==> src/design/qse_pkg.sv <==
// qse_pkg: shared types and character constants for the quoted string escaper
// used by the front classifier, the entry queue, the back serializer and the top level
package qse_pkg;

  localparam int unsigned MaxChars = 5;
  localparam int unsigned IdxW     = 3;
  localparam int unsigned QDepth   = 2;
  localparam int unsigned QPtrW    = 1;
  localparam int unsigned QCntW    = 2;

  localparam logic [7:0] DQ_CHAR   = 8'h22;
  localparam logic [7:0] SQ_CHAR   = 8'h27;
  localparam logic [7:0] BSL_CHAR  = 8'h5C;
  localparam logic [7:0] SPACE_LIM = 8'h20;
  localparam logic [7:0] DEL_CHAR  = 8'h7F;
  localparam logic [7:0] NUL_CHAR  = 8'h00;

  localparam logic [7:0] NL_CHAR   = 8'h0A;
  localparam logic [7:0] TAB_CHAR  = 8'h09;
  localparam logic [7:0] CR_CHAR   = 8'h0D;
  localparam logic [7:0] BS_CHAR   = 8'h08;
  localparam logic [7:0] FF_CHAR   = 8'h0C;

  localparam logic [7:0] LTR_N     = 8'h6E;
  localparam logic [7:0] LTR_T     = 8'h74;
  localparam logic [7:0] LTR_R     = 8'h72;
  localparam logic [7:0] LTR_B     = 8'h62;
  localparam logic [7:0] LTR_F     = 8'h66;
  localparam logic [7:0] DIGIT_0   = 8'h30;
  localparam logic [7:0] DIGIT_1   = 8'h31;

  // one classified input word: characters in send order and index of the last one
  typedef struct packed {
    logic [MaxChars-1:0][7:0] chars;
    logic [IdxW-1:0]          last_idx;
  } entry_t;

  // octal digit character for a 3-bit value
  function automatic logic [7:0] octal_char(input logic [2:0] v);
    octal_char = {5'b00110, v};
  endfunction

endpackage

==> src/design/quoted_string_escaper.sv <==
// quoted_string_escaper: top level, writes a byte stream as a double-quoted C literal
// depends on qse_pkg, qse_front, qse_queue, qse_back
//
//   channel  | dir | tdata           | tuser            | tlast
//   s_axis   | in  | data_byte [7:0] | start_of_string  | -
//   m_axis   | out | out_byte [7:0]  | -                | last_of_run
//
// each input byte yields 1 to 5 output words, one per cycle while m_axis_tready is high
// plain bytes sustain one byte per cycle while m_axis_tready is high; escapes are slower
// a two-entry queue lets the input keep flowing while the output is stalled, until it fills
// a taken byte is written into the queue and then loaded into the serializer before it leaves
// reset empties the queue and idles the serializer; no clearing pass is needed
module quoted_string_escaper
  import qse_pkg::*;
(
  input  logic       clk_i,
  input  logic       rst_ni,
  input  logic       s_axis_tvalid,
  output logic       s_axis_tready,
  input  logic [7:0] s_axis_tdata,  // data_byte
  input  logic       s_axis_tuser,  // start_of_string
  output logic       m_axis_tvalid,
  input  logic       m_axis_tready,
  output logic [7:0] m_axis_tdata,  // out_byte
  output logic       m_axis_tlast   // last_of_run
);

  logic   q_wr, q_full, q_rd, q_valid;
  entry_t wr_entry, rd_entry;

  qse_front u_front (
    .s_axis_tvalid (s_axis_tvalid),
    .s_axis_tready (s_axis_tready),
    .s_axis_tdata  (s_axis_tdata),
    .s_axis_tuser  (s_axis_tuser),
    .q_full_i      (q_full),
    .q_wr_o        (q_wr),
    .q_entry_o     (wr_entry)
  );

  qse_queue u_queue (
    .clk_i      (clk_i),
    .rst_ni     (rst_ni),
    .wr_i       (q_wr),
    .wr_entry_i (wr_entry),
    .full_o     (q_full),
    .rd_i       (q_rd),
    .valid_o    (q_valid),
    .rd_entry_o (rd_entry)
  );

  qse_back u_back (
    .clk_i         (clk_i),
    .rst_ni        (rst_ni),
    .q_valid_i     (q_valid),
    .q_entry_i     (rd_entry),
    .q_rd_o        (q_rd),
    .m_axis_tvalid (m_axis_tvalid),
    .m_axis_tready (m_axis_tready),
    .m_axis_tdata  (m_axis_tdata),
    .m_axis_tlast  (m_axis_tlast)
  );

endmodule

==> src/design/qse_front.sv <==
// qse_front: accepts input bytes, escapes each, adds the opening quote and turns NUL into a quote
// depends on qse_pkg
module qse_front
  import qse_pkg::*;
(
  input  logic       s_axis_tvalid,
  output logic       s_axis_tready,
  input  logic [7:0] s_axis_tdata,  // data_byte
  input  logic       s_axis_tuser,  // start_of_string
  input  logic       q_full_i,
  output logic       q_wr_o,
  output entry_t     q_entry_o
);

  logic [3:0][7:0] body;
  logic [IdxW-1:0] body_last;
  logic [7:0]      b;

  assign b             = s_axis_tdata;
  assign s_axis_tready = !q_full_i;
  assign q_wr_o        = s_axis_tvalid && !q_full_i;

  always_comb begin
    body      = '0;
    body_last = '0;
    case (b)
      NUL_CHAR: begin
        body[0] = DQ_CHAR;
      end
      NL_CHAR: begin
        body[0] = BSL_CHAR; body[1] = LTR_N; body_last = 3'd1;
      end
      TAB_CHAR: begin
        body[0] = BSL_CHAR; body[1] = LTR_T; body_last = 3'd1;
      end
      CR_CHAR: begin
        body[0] = BSL_CHAR; body[1] = LTR_R; body_last = 3'd1;
      end
      BS_CHAR: begin
        body[0] = BSL_CHAR; body[1] = LTR_B; body_last = 3'd1;
      end
      FF_CHAR: begin
        body[0] = BSL_CHAR; body[1] = LTR_F; body_last = 3'd1;
      end
      BSL_CHAR, SQ_CHAR, DQ_CHAR: begin
        body[0] = BSL_CHAR; body[1] = b; body_last = 3'd1;
      end
      default: begin
        if (b >= SPACE_LIM && b != DEL_CHAR) begin
          body[0] = b;
        end else begin
          // control codes and delete go out as three octal digits
          body[0]   = BSL_CHAR;
          body[1]   = octal_char({1'b0, b[7:6]});
          body[2]   = octal_char(b[5:3]);
          body[3]   = octal_char(b[2:0]);
          body_last = 3'd3;
        end
      end
    endcase
  end

  always_comb begin
    if (s_axis_tuser) begin
      q_entry_o.chars    = {body, DQ_CHAR};
      q_entry_o.last_idx = body_last + 3'd1;
    end else begin
      q_entry_o.chars    = {8'h00, body};
      q_entry_o.last_idx = body_last;
    end
  end

endmodule

==> src/design/qse_queue.sv <==
// qse_queue: short first-in first-out queue of classified entries between front and back
// depends on qse_pkg
module qse_queue
  import qse_pkg::*;
(
  input  logic   clk_i,
  input  logic   rst_ni,
  input  logic   wr_i,
  input  entry_t wr_entry_i,
  output logic   full_o,
  input  logic   rd_i,
  output logic   valid_o,
  output entry_t rd_entry_o
);

  entry_t            mem_q [QDepth];
  logic [QPtrW-1:0]  wr_ptr_q, wr_ptr_d;
  logic [QPtrW-1:0]  rd_ptr_q, rd_ptr_d;
  logic [QCntW-1:0]  cnt_q, cnt_d;

  assign full_o     = (cnt_q == QCntW'(QDepth));
  assign valid_o    = (cnt_q != '0);
  assign rd_entry_o = mem_q[rd_ptr_q];

  always_comb begin
    wr_ptr_d = wr_i ? wr_ptr_q + 1'b1 : wr_ptr_q;
    rd_ptr_d = rd_i ? rd_ptr_q + 1'b1 : rd_ptr_q;
    cnt_d    = cnt_q;
    if (wr_i && !rd_i) begin
      cnt_d = cnt_q + 1'b1;
    end else if (rd_i && !wr_i) begin
      cnt_d = cnt_q - 1'b1;
    end
  end

  always_ff @(posedge clk_i or negedge rst_ni) begin
    if (!rst_ni) begin
      wr_ptr_q <= '0;
      rd_ptr_q <= '0;
      cnt_q    <= '0;
    end else begin
      wr_ptr_q <= wr_ptr_d;
      rd_ptr_q <= rd_ptr_d;
      cnt_q    <= cnt_d;
    end
  end

  always_ff @(posedge clk_i) begin
    if (wr_i) begin
      mem_q[wr_ptr_q] <= wr_entry_i;
    end
  end

endmodule

==> src/design/qse_back.sv <==
// qse_back: holds one entry and sends its characters one word per cycle while m_axis_tready is high
// depends on qse_pkg
module qse_back
  import qse_pkg::*;
(
  input  logic       clk_i,
  input  logic       rst_ni,
  input  logic       q_valid_i,
  input  entry_t     q_entry_i,
  output logic       q_rd_o,
  output logic       m_axis_tvalid,
  input  logic       m_axis_tready,
  output logic [7:0] m_axis_tdata,  // out_byte
  output logic       m_axis_tlast   // last_of_run
);

  entry_t          cur_q, cur_d;
  logic [IdxW-1:0] idx_q, idx_d;
  logic            busy_q, busy_d;
  logic            xfer;

  assign m_axis_tvalid = busy_q;
  assign m_axis_tdata  = cur_q.chars[idx_q];
  assign m_axis_tlast  = (idx_q == cur_q.last_idx);
  assign xfer          = busy_q && m_axis_tready;
  // take the next entry when empty or as the final word of this one leaves
  assign q_rd_o        = q_valid_i && (!busy_q || (xfer && m_axis_tlast));

  always_comb begin
    cur_d  = cur_q;
    idx_d  = idx_q;
    busy_d = busy_q;
    if (q_rd_o) begin
      cur_d  = q_entry_i;
      idx_d  = '0;
      busy_d = 1'b1;
    end else if (xfer) begin
      if (m_axis_tlast) begin
        busy_d = 1'b0;
      end else begin
        idx_d = idx_q + 3'd1;
      end
    end
  end

  always_ff @(posedge clk_i or negedge rst_ni) begin
    if (!rst_ni) begin
      idx_q  <= '0;
      busy_q <= 1'b0;
    end else begin
      idx_q  <= idx_d;
      busy_q <= busy_d;
    end
  end

  always_ff @(posedge clk_i) begin
    cur_q <= cur_d;
  end

endmodule

==> config.mk <==
export PLATFORM = sky130hd
export DESIGN_NAME = quoted_string_escaper
export DESIGN_NICKNAME = d
export VERILOG_FILES = /design/src/design/qse_pkg.sv /design/src/design/quoted_string_escaper.sv /design/src/design/qse_front.sv /design/src/design/qse_queue.sv /design/src/design/qse_back.sv
export SDC_FILE = /design/constraint.sdc
export NUM_CORES = 1
export LEC_CHECK = 0
export BUFFER_PORTS_ARGS = -buffer_cell sky130_fd_sc_hd__buf_2
export CORE_MARGIN = 3
export CORE_UTILIZATION = 50
export DETAILED_ROUTE_END_ITERATION = 16
export PLACE_DENSITY = 0.67
export SLEW_MARGIN = 20
export SYNTH_ARGS = -nofsm -noshare
export SYNTH_HDL_FRONTEND = slang
export SYNTH_SLANG_ARGS = --single-unit
==> constraint.sdc <==
create_clock -name clk_i -period 3.1 [get_ports clk_i]
set_clock_uncertainty 0.15 [all_clocks]
set_input_delay 0.31 -clock clk_i [delete_from_list [all_inputs] [get_ports clk_i]]
set_output_delay 0.31 -clock clk_i [all_outputs]
set_load 0.005 [all_outputs]
=== Word-level counts from Yosys, hierarchy flattened ===
Memories as Yosys holds them, arrays and structs flattened. A register that Yosys moved wholly into a read port is not among the register bits.
Index checks and enable logic that the tools add are counted.

* Register bits: 16
* Bits in writable memories: 82
* Word-level logic and storage cells: 69
* Memories kept: 1
* Bits of input ports: 13
* Output and inout bits: 11

{| class="wikitable"
|+ Memories
! name !! depth !! bits a word !! read ports !! clocked after Yosys merged registers in !! write ports !! line !! text
|-
| u_queue.mem_q || 2 || 41 || 1 || 1 || 1 || qse_queue.sv:16 || <nowiki>entry_t mem_q [QDepth];</nowiki>
|}

* Reductions and logical operators: 22
* Add/subtract/negate cells: 6
* Magnitude comparators: 2
* Multiplexer cells: 20
* Eq/ne operators: 12

{| class="wikitable"
|+ Operator list
! operator !! count
|-
| one-hot mux 8 bit (7 select lines) || 1
|-
| two-way mux 41 bit || 1
|-
| == test 8 x 4 -> 1 bit, second input constant || 5
|-
| binary-select mux 8 bit (select 3 bit) || 1
|-
| two-way mux 22 bit || 1
|-
| == test 8 x 6 -> 1 bit, second input constant || 2
|-
| two-way mux 8 bit || 2
|-
| one-hot mux 8 bit (2 select lines) || 1
|-
| two-way mux 14 bit || 1
|-
| two-way mux 3 bit || 3
|-
| OR reduction 9 bit || 1
|-
| == test 8 x 7 -> 1 bit, second input constant || 1
|-
| >= comparator 8 x 6 -> 1 bit, second input constant || 1
|-
| logical NOT 8 bit || 1
|-
| != test 8 x 7 -> 1 bit, second input constant || 1
|-
| nonzero test 2 bit || 4
|-
| OR reduction 8 bit || 1
|-
| logical AND 1 bit || 7
|-
| adder 3 x 1 -> 3 bit, second input constant || 2
|-
| two-way mux 2 bit || 3
|-
| one-hot mux 3 bit (2 select lines) || 1
|-
| two-way mux 1 bit || 5
|-
| logical NOT 1 bit || 4
|-
| less-than comparator 3 x 4 -> 1 bit, second input constant || 1
|-
| 9 further kinds || 11
|}

=== Depth between registers and ports, before layout ===
* Word-level depth: 7
* Gate-level depth with buffers: 8
* Depth with buffers taken out: 8

=== By module ===
A second synthesis with hierarchy kept.

* Cell total of the unflattened synthesis: 399
* Area, all modules: 6,194.7 um^2

{| class="wikitable"
|+ By module, submodules not included
! module !! seq. area each (um^2) !! times used !! cells each !! area each (um^2)
|-
| qse_queue || 2,682.6 || 1 || 150 || 3,493.4
|-
| qse_back || 1,391.3 || 1 || 121 || 1,910.6
|-
| qse_front || 0.0 || 1 || 128 || 790.8
|}

=== Worst setup path before layout ===
No wires, ideal clock.

* Kind: register to register
* From: register u_queue.cnt_q[0]
* To: memory u_queue.mem_q[0][0] in the netlist's numbering (enable)
* Period minus slack after synthesis: 2.725 ns
* Setup time: 0.427 ns
* Setup slack: 0.375 ns
* Arrival: 2.148 ns
* Data required time: 2.523 ns
* Cell stages (with the launch flop): 4
* Path buffers: 0
* Cell sequence: dfrtp_1 > nand2b_1 > nand2_1 > nor2_1

* Cells in the longest elaborated chain, start to end: 5

{| class="wikitable"
|+ RTL lines
! element !! line !! text
|-
| from (decl) || qse_queue.sv:19 || <nowiki>logic [QCntW-1:0] cnt_q, cnt_d;</nowiki>
|-
| from (signal assigned) || qse_queue.sv:44 || <nowiki>cnt_q <= cnt_d;</nowiki>
|-
| == test 2 bit || qse_queue.sv:21 || <nowiki>assign full_o = (cnt_q == QCntW'(QDepth));</nowiki>
|-
| logical NOT 1 bit || n/a ||
|-
| net s_axis_tready || quoted_string_escaper.sv:19 || <nowiki>output logic s_axis_tready,</nowiki>
|-
| logical AND 1 bit || qse_front.sv:21 || <nowiki>assign q_wr_o = s_axis_tvalid && !q_full_i;</nowiki>
|-
| two-way mux 1 bit || qse_queue.sv:49 || <nowiki>if (wr_i) begin</nowiki>
|-
| two-way mux 1 bit (implied by the code) || qse_queue.sv:50 || <nowiki>mem_q[wr_ptr_q] <= wr_entry_i;</nowiki>
|-
| to (decl) || qse_queue.sv:16 ||
|}

The timed path passes the listed nets, and every way through them passes these cells.

=== Final worst setup path ===
* From: register u_back.idx_q[0]
* To: output m_axis_tdata[1]

* Cells in the longest elaborated chain, start to end: 2

{| class="wikitable"
|+ RTL lines
! element !! line !! text
|-
| from (decl) || qse_back.sv:18 || <nowiki>logic [IdxW-1:0] idx_q, idx_d;</nowiki>
|-
| from (signal assigned) || qse_back.sv:51 || <nowiki>idx_q <= idx_d;</nowiki>
|-
| binary-select mux 8 bit (select 3 bit) || qse_back.sv:23 || <nowiki>assign m_axis_tdata = cur_q.chars[idx_q];</nowiki>
|-
| two-way mux 8 bit (implied by the code) || qse_back.sv:23 ||
|-
| to (decl) || quoted_string_escaper.sv:24 || <nowiki>output logic [7:0] m_axis_tdata,</nowiki>
|}

Every way passes these cells. The select of a mux whose other input is x is not followed.

==> results by group <==
Die
  • Row cnt: 35
  • Ports: 24
  • Die area: 0.01122 mm²
  • Initial Util: 52.76%
  • Die width: 105.9 µm
  • Chip Height: 105.9 µm
  • Core ar.: 0.009459 mm²

Synth
  • Post-synthesis cell type count: 50
  • Synthesized area: 0.004991 mm²
  • Post-synthesis sequential area ratio: 67.18%
  • FF+latch count, synth: 113
  • Async set-reset flop share out of synthesis: 7.080%
  • Top FF cell, synth: edfxtp_1
  • Mean Syn Cell Area: 14.14 µm²
  • Synth Warn #: 0
  • Post-Syn Instances: 353
  • EDFF count, synth: 105

STA
  • Relative slew slack: 56.71%
  • Crit path time final: 2.492 ns
  • Pins Over Slew Limit: 0
  • Fin Setup TNS: 0 ns
  • RSZ-0062 raised after global routing: false
  • Final hold vios: 0
  • Final Setup Violations: 0
  • Worst slew pin tran: 0.6440 ns
  • Maximum clock rate: 401.3 MHz
  • Final period util: 80.39%

Clock tree
  • H-tree lvl count: 4
  • Root Driver: clkbuf_8
  • TritonCTS clock tree: yes
  • Clock Latency Late Sink: 0.51 ns
  • Reg clk slew, reported paths: 0.05 ns
  • Post-CTS Setup Bufs: 0
  • Post-cts sizing count: 0
  • Clock tree buffer depth: 2
  • Clk sinks: 113
  • CTS Buf Count: 17

Final layout
  • Most frequent cells in the layout: edfxtp_1 (105), mux2_2 (36), nor2_1 (26)
  • Ant diodes: 0
  • Layout Utilization: 61.63%
  • Most common cell after layout, fill and taps aside: edfxtp_1
  • Fillcell total: 727
  • Final #Nets: 402
  • Ratio of cells with drive above 1 in the final layout: 27.75%
  • Synthesis-to-layout area growth: 16.80%

Route
  • DR iter-0 viols: 156
  • First-pass detailed-route iteration total: 4
  • Avg WL per Cell: 16.96 µm
  • Final WL: 8974 µm
  • DRC: 0
  • Routed Antenna Nets: 0
  • Avg Vias per Cell: 5.401
  • Detailed-route via count: 2857

Worst hold path
  • Hold/Removal Path Class: input port to register

Global route
  • Largest net degree at the start of global routing: 37
  • Met2 Resource Use GR: 26.23%
  • Total congestion overflow: 0
  • GRT busiest layer: met2
  • Met3 usage: 4.250%
  • Initial antenna violation count: 0
  • Gr usage total: 17.26%
  • Met1 GRT Util: 23.94%
  • Vias in the first global route: 2772
  • First-pass GRT wire length: 14610 µm

Power and ir drop
  • Flop pwr share: 43.1%
  • Sw power: 1.440 mW
  • Combinational group share of total power: 23.1%
  • Power Density: 900.9 mW/mm²
  • Pint: 3.811 mW
  • Pleak: 2.113 nW
  • Worst-case vdd ir drop: 572.2 µV
  • Final Power: 5.252 mW
  • Clock power frac: 33.8%
  • Switch share: 27.43%

Flow run
  • Max Cap Violations: 0

Placed design
  • Gp weighted congestion: 0.8381
  • DP HPWL: 5717 µm
  • I/O Buffers: 23

Setup path
  • CP startpoint kind: register
  • Worst Path Arrival: 2.03 ns
  • Worst-path fanout max: 10
  • CP max-delay cell: mux4_2
  • Worst Setup Path Type: register to output pin
  • Worst-path cell chain: buf_4, mux4_2, inv_1, o21ai_0, buf_2
  • Critical path required time: 2.64 ns
  • Max incr delay on CP: 0.51 ns
  • Crit end category: output pin

Run status
  • Status: completed
## area by class of cell
cell class / instances / area (µm²) / share of cell area, %
Timing Repair Buffer: 33 / 195.2 / 3.348
Tap cell: 129 / 161.4 / 2.769
Clock buffer: 17 / 414.1 / 7.105
Multi-Input combinational cell: 206 / 1500 / 25.74
Sequential cell: 113 / 3353 / 57.52
Clock inverter: 15 / 145.1 / 2.490
Inverter: 16 / 60.06 / 1.030
## sequential cells by signal (all words and copies together) (netlist names)
signal	flops
u_queue.cnt_q	2
u_back.m_axis_tvalid	1
u_back.cur_q	35
u_queue.wr_ptr_q	1
u_queue.mem_q	70
u_queue.rd_ptr_q	1
u_back.idx_q	3
## metrics by stage
stage / std cells / area, µm² / setup WS (ns) / hold slack (ns)
6_report: 529 / 5829 / 0.6079 / 0.02441
5_1_grt: 529 / 5829 / 0.4346 / 0.02761
4_1_cts: 529 / 5829 / 0.5735 / 0.006745
3_5_place_dp: 495 / 5250 / 0.6331 / 0.01524
3_3_place_gp: 495 / 5250 / 0.7141 / 0.01344
2_1_floorplan: 354 / 4995 / 0.3751 / -0.1356
## worst paths after layout
check	startpoint	endpoint	slack, ns	cells past startpoint
max	u_back.idx_q[0]	m_axis_tdata[1]	0.61	5
min reg2reg	u_queue.cnt_q[1]	u_queue.cnt_q[1]	0.36	1
min in group asynchronous	rst_ni	u_back.m_axis_tvalid	0.03	2
max in group asynchronous	rst_ni	u_back.idx_q[2]	2.61	2
min	s_axis_tvalid	u_queue.wr_ptr_q	0.02	3
max reg2reg	u_back.idx_q[1]	u_back.cur_q[25]	0.86	6
## critical path, delay by kind of cell, from the launching register on
kind | cells | cell delay [ns]
compound gates | 1 | 0.06
mux | 1 | 0.51
flops | 1 | 0.48
buf+inv | 3 | 0.46
## synth_stat cells (3+ instances only)
master,count,area [µm²]
nor3_1,4,20.02
nor2b_1,3,18.77
mux2i_1,5,50.05
a21boi_0,3,22.52
o22ai_1,4,25.02
inv_1,15,56.30
dfrtp_1,8,200.2
mux2_2,36,405.4
o21ai_0,14,70.07
buf_2,5,25.02
nor2_1,27,101.4
nand2b_1,6,37.54
nand2_1,24,90.09
a21oi_1,14,70.07
clkbuf_1,10,37.54
nand3_1,10,50.05
mux4_2,5,112.6
a31oi_1,4,25.02
or3_1,3,18.77
edfxtp_1,105,3153
xnor2_1,8,70.07
and3_1,5,31.28
## per-layer routing
| layer | share of wire, % | wire (µm) | up-vias |
|---|---|---|---|
| li1 | - | - | 1387 |
| met1 | 48 | 4344 | 1389 |
| met2 | 46 | 4147 | 68 |
| met3 | 3.8 | 339 | 13 |
| met4 | 1.6 | 143 | 0 |
| met5 | 0 | 0 | - |
## kinds of logic (layout without fill, tap and decap cells)
kind of cell             count (synthesis)  in the layout  share of synthesized area (%)
other                                    1              2                        0.07513
XOR/XNOR                                10             10                          1.755
AO/OA/AOI/OAI                           52             52                          6.743
adder cells (fa/ha/maj)                  2              2                         0.5013
AND/OR/NAND/NOR                         94             94                          9.376
buffers and inverters                   35             81                          2.983
flip-flops                             113            113                          67.18
multiplexers                            46             46                          11.38
## timing repair
item / CTS / global route
setup endpoints to repair: 0 / 0
hold endpoints to repair: 9 / 0
hold buffers: 2 / 0
## power by group through the flow
stage,sequential (mW),clock [mW],combinational [mW]
4_1_cts,2.27,1.80,1.23
6_report,2.27,1.78,1.21
2_1_floorplan,2.25,0,0.878
3_3_place_gp,2.28,0,1.21
5_1_grt,2.30,1.88,1.35
3_5_place_dp,2.30,0,1.22
Note: power is estimated with default switching activity, not from simulation.
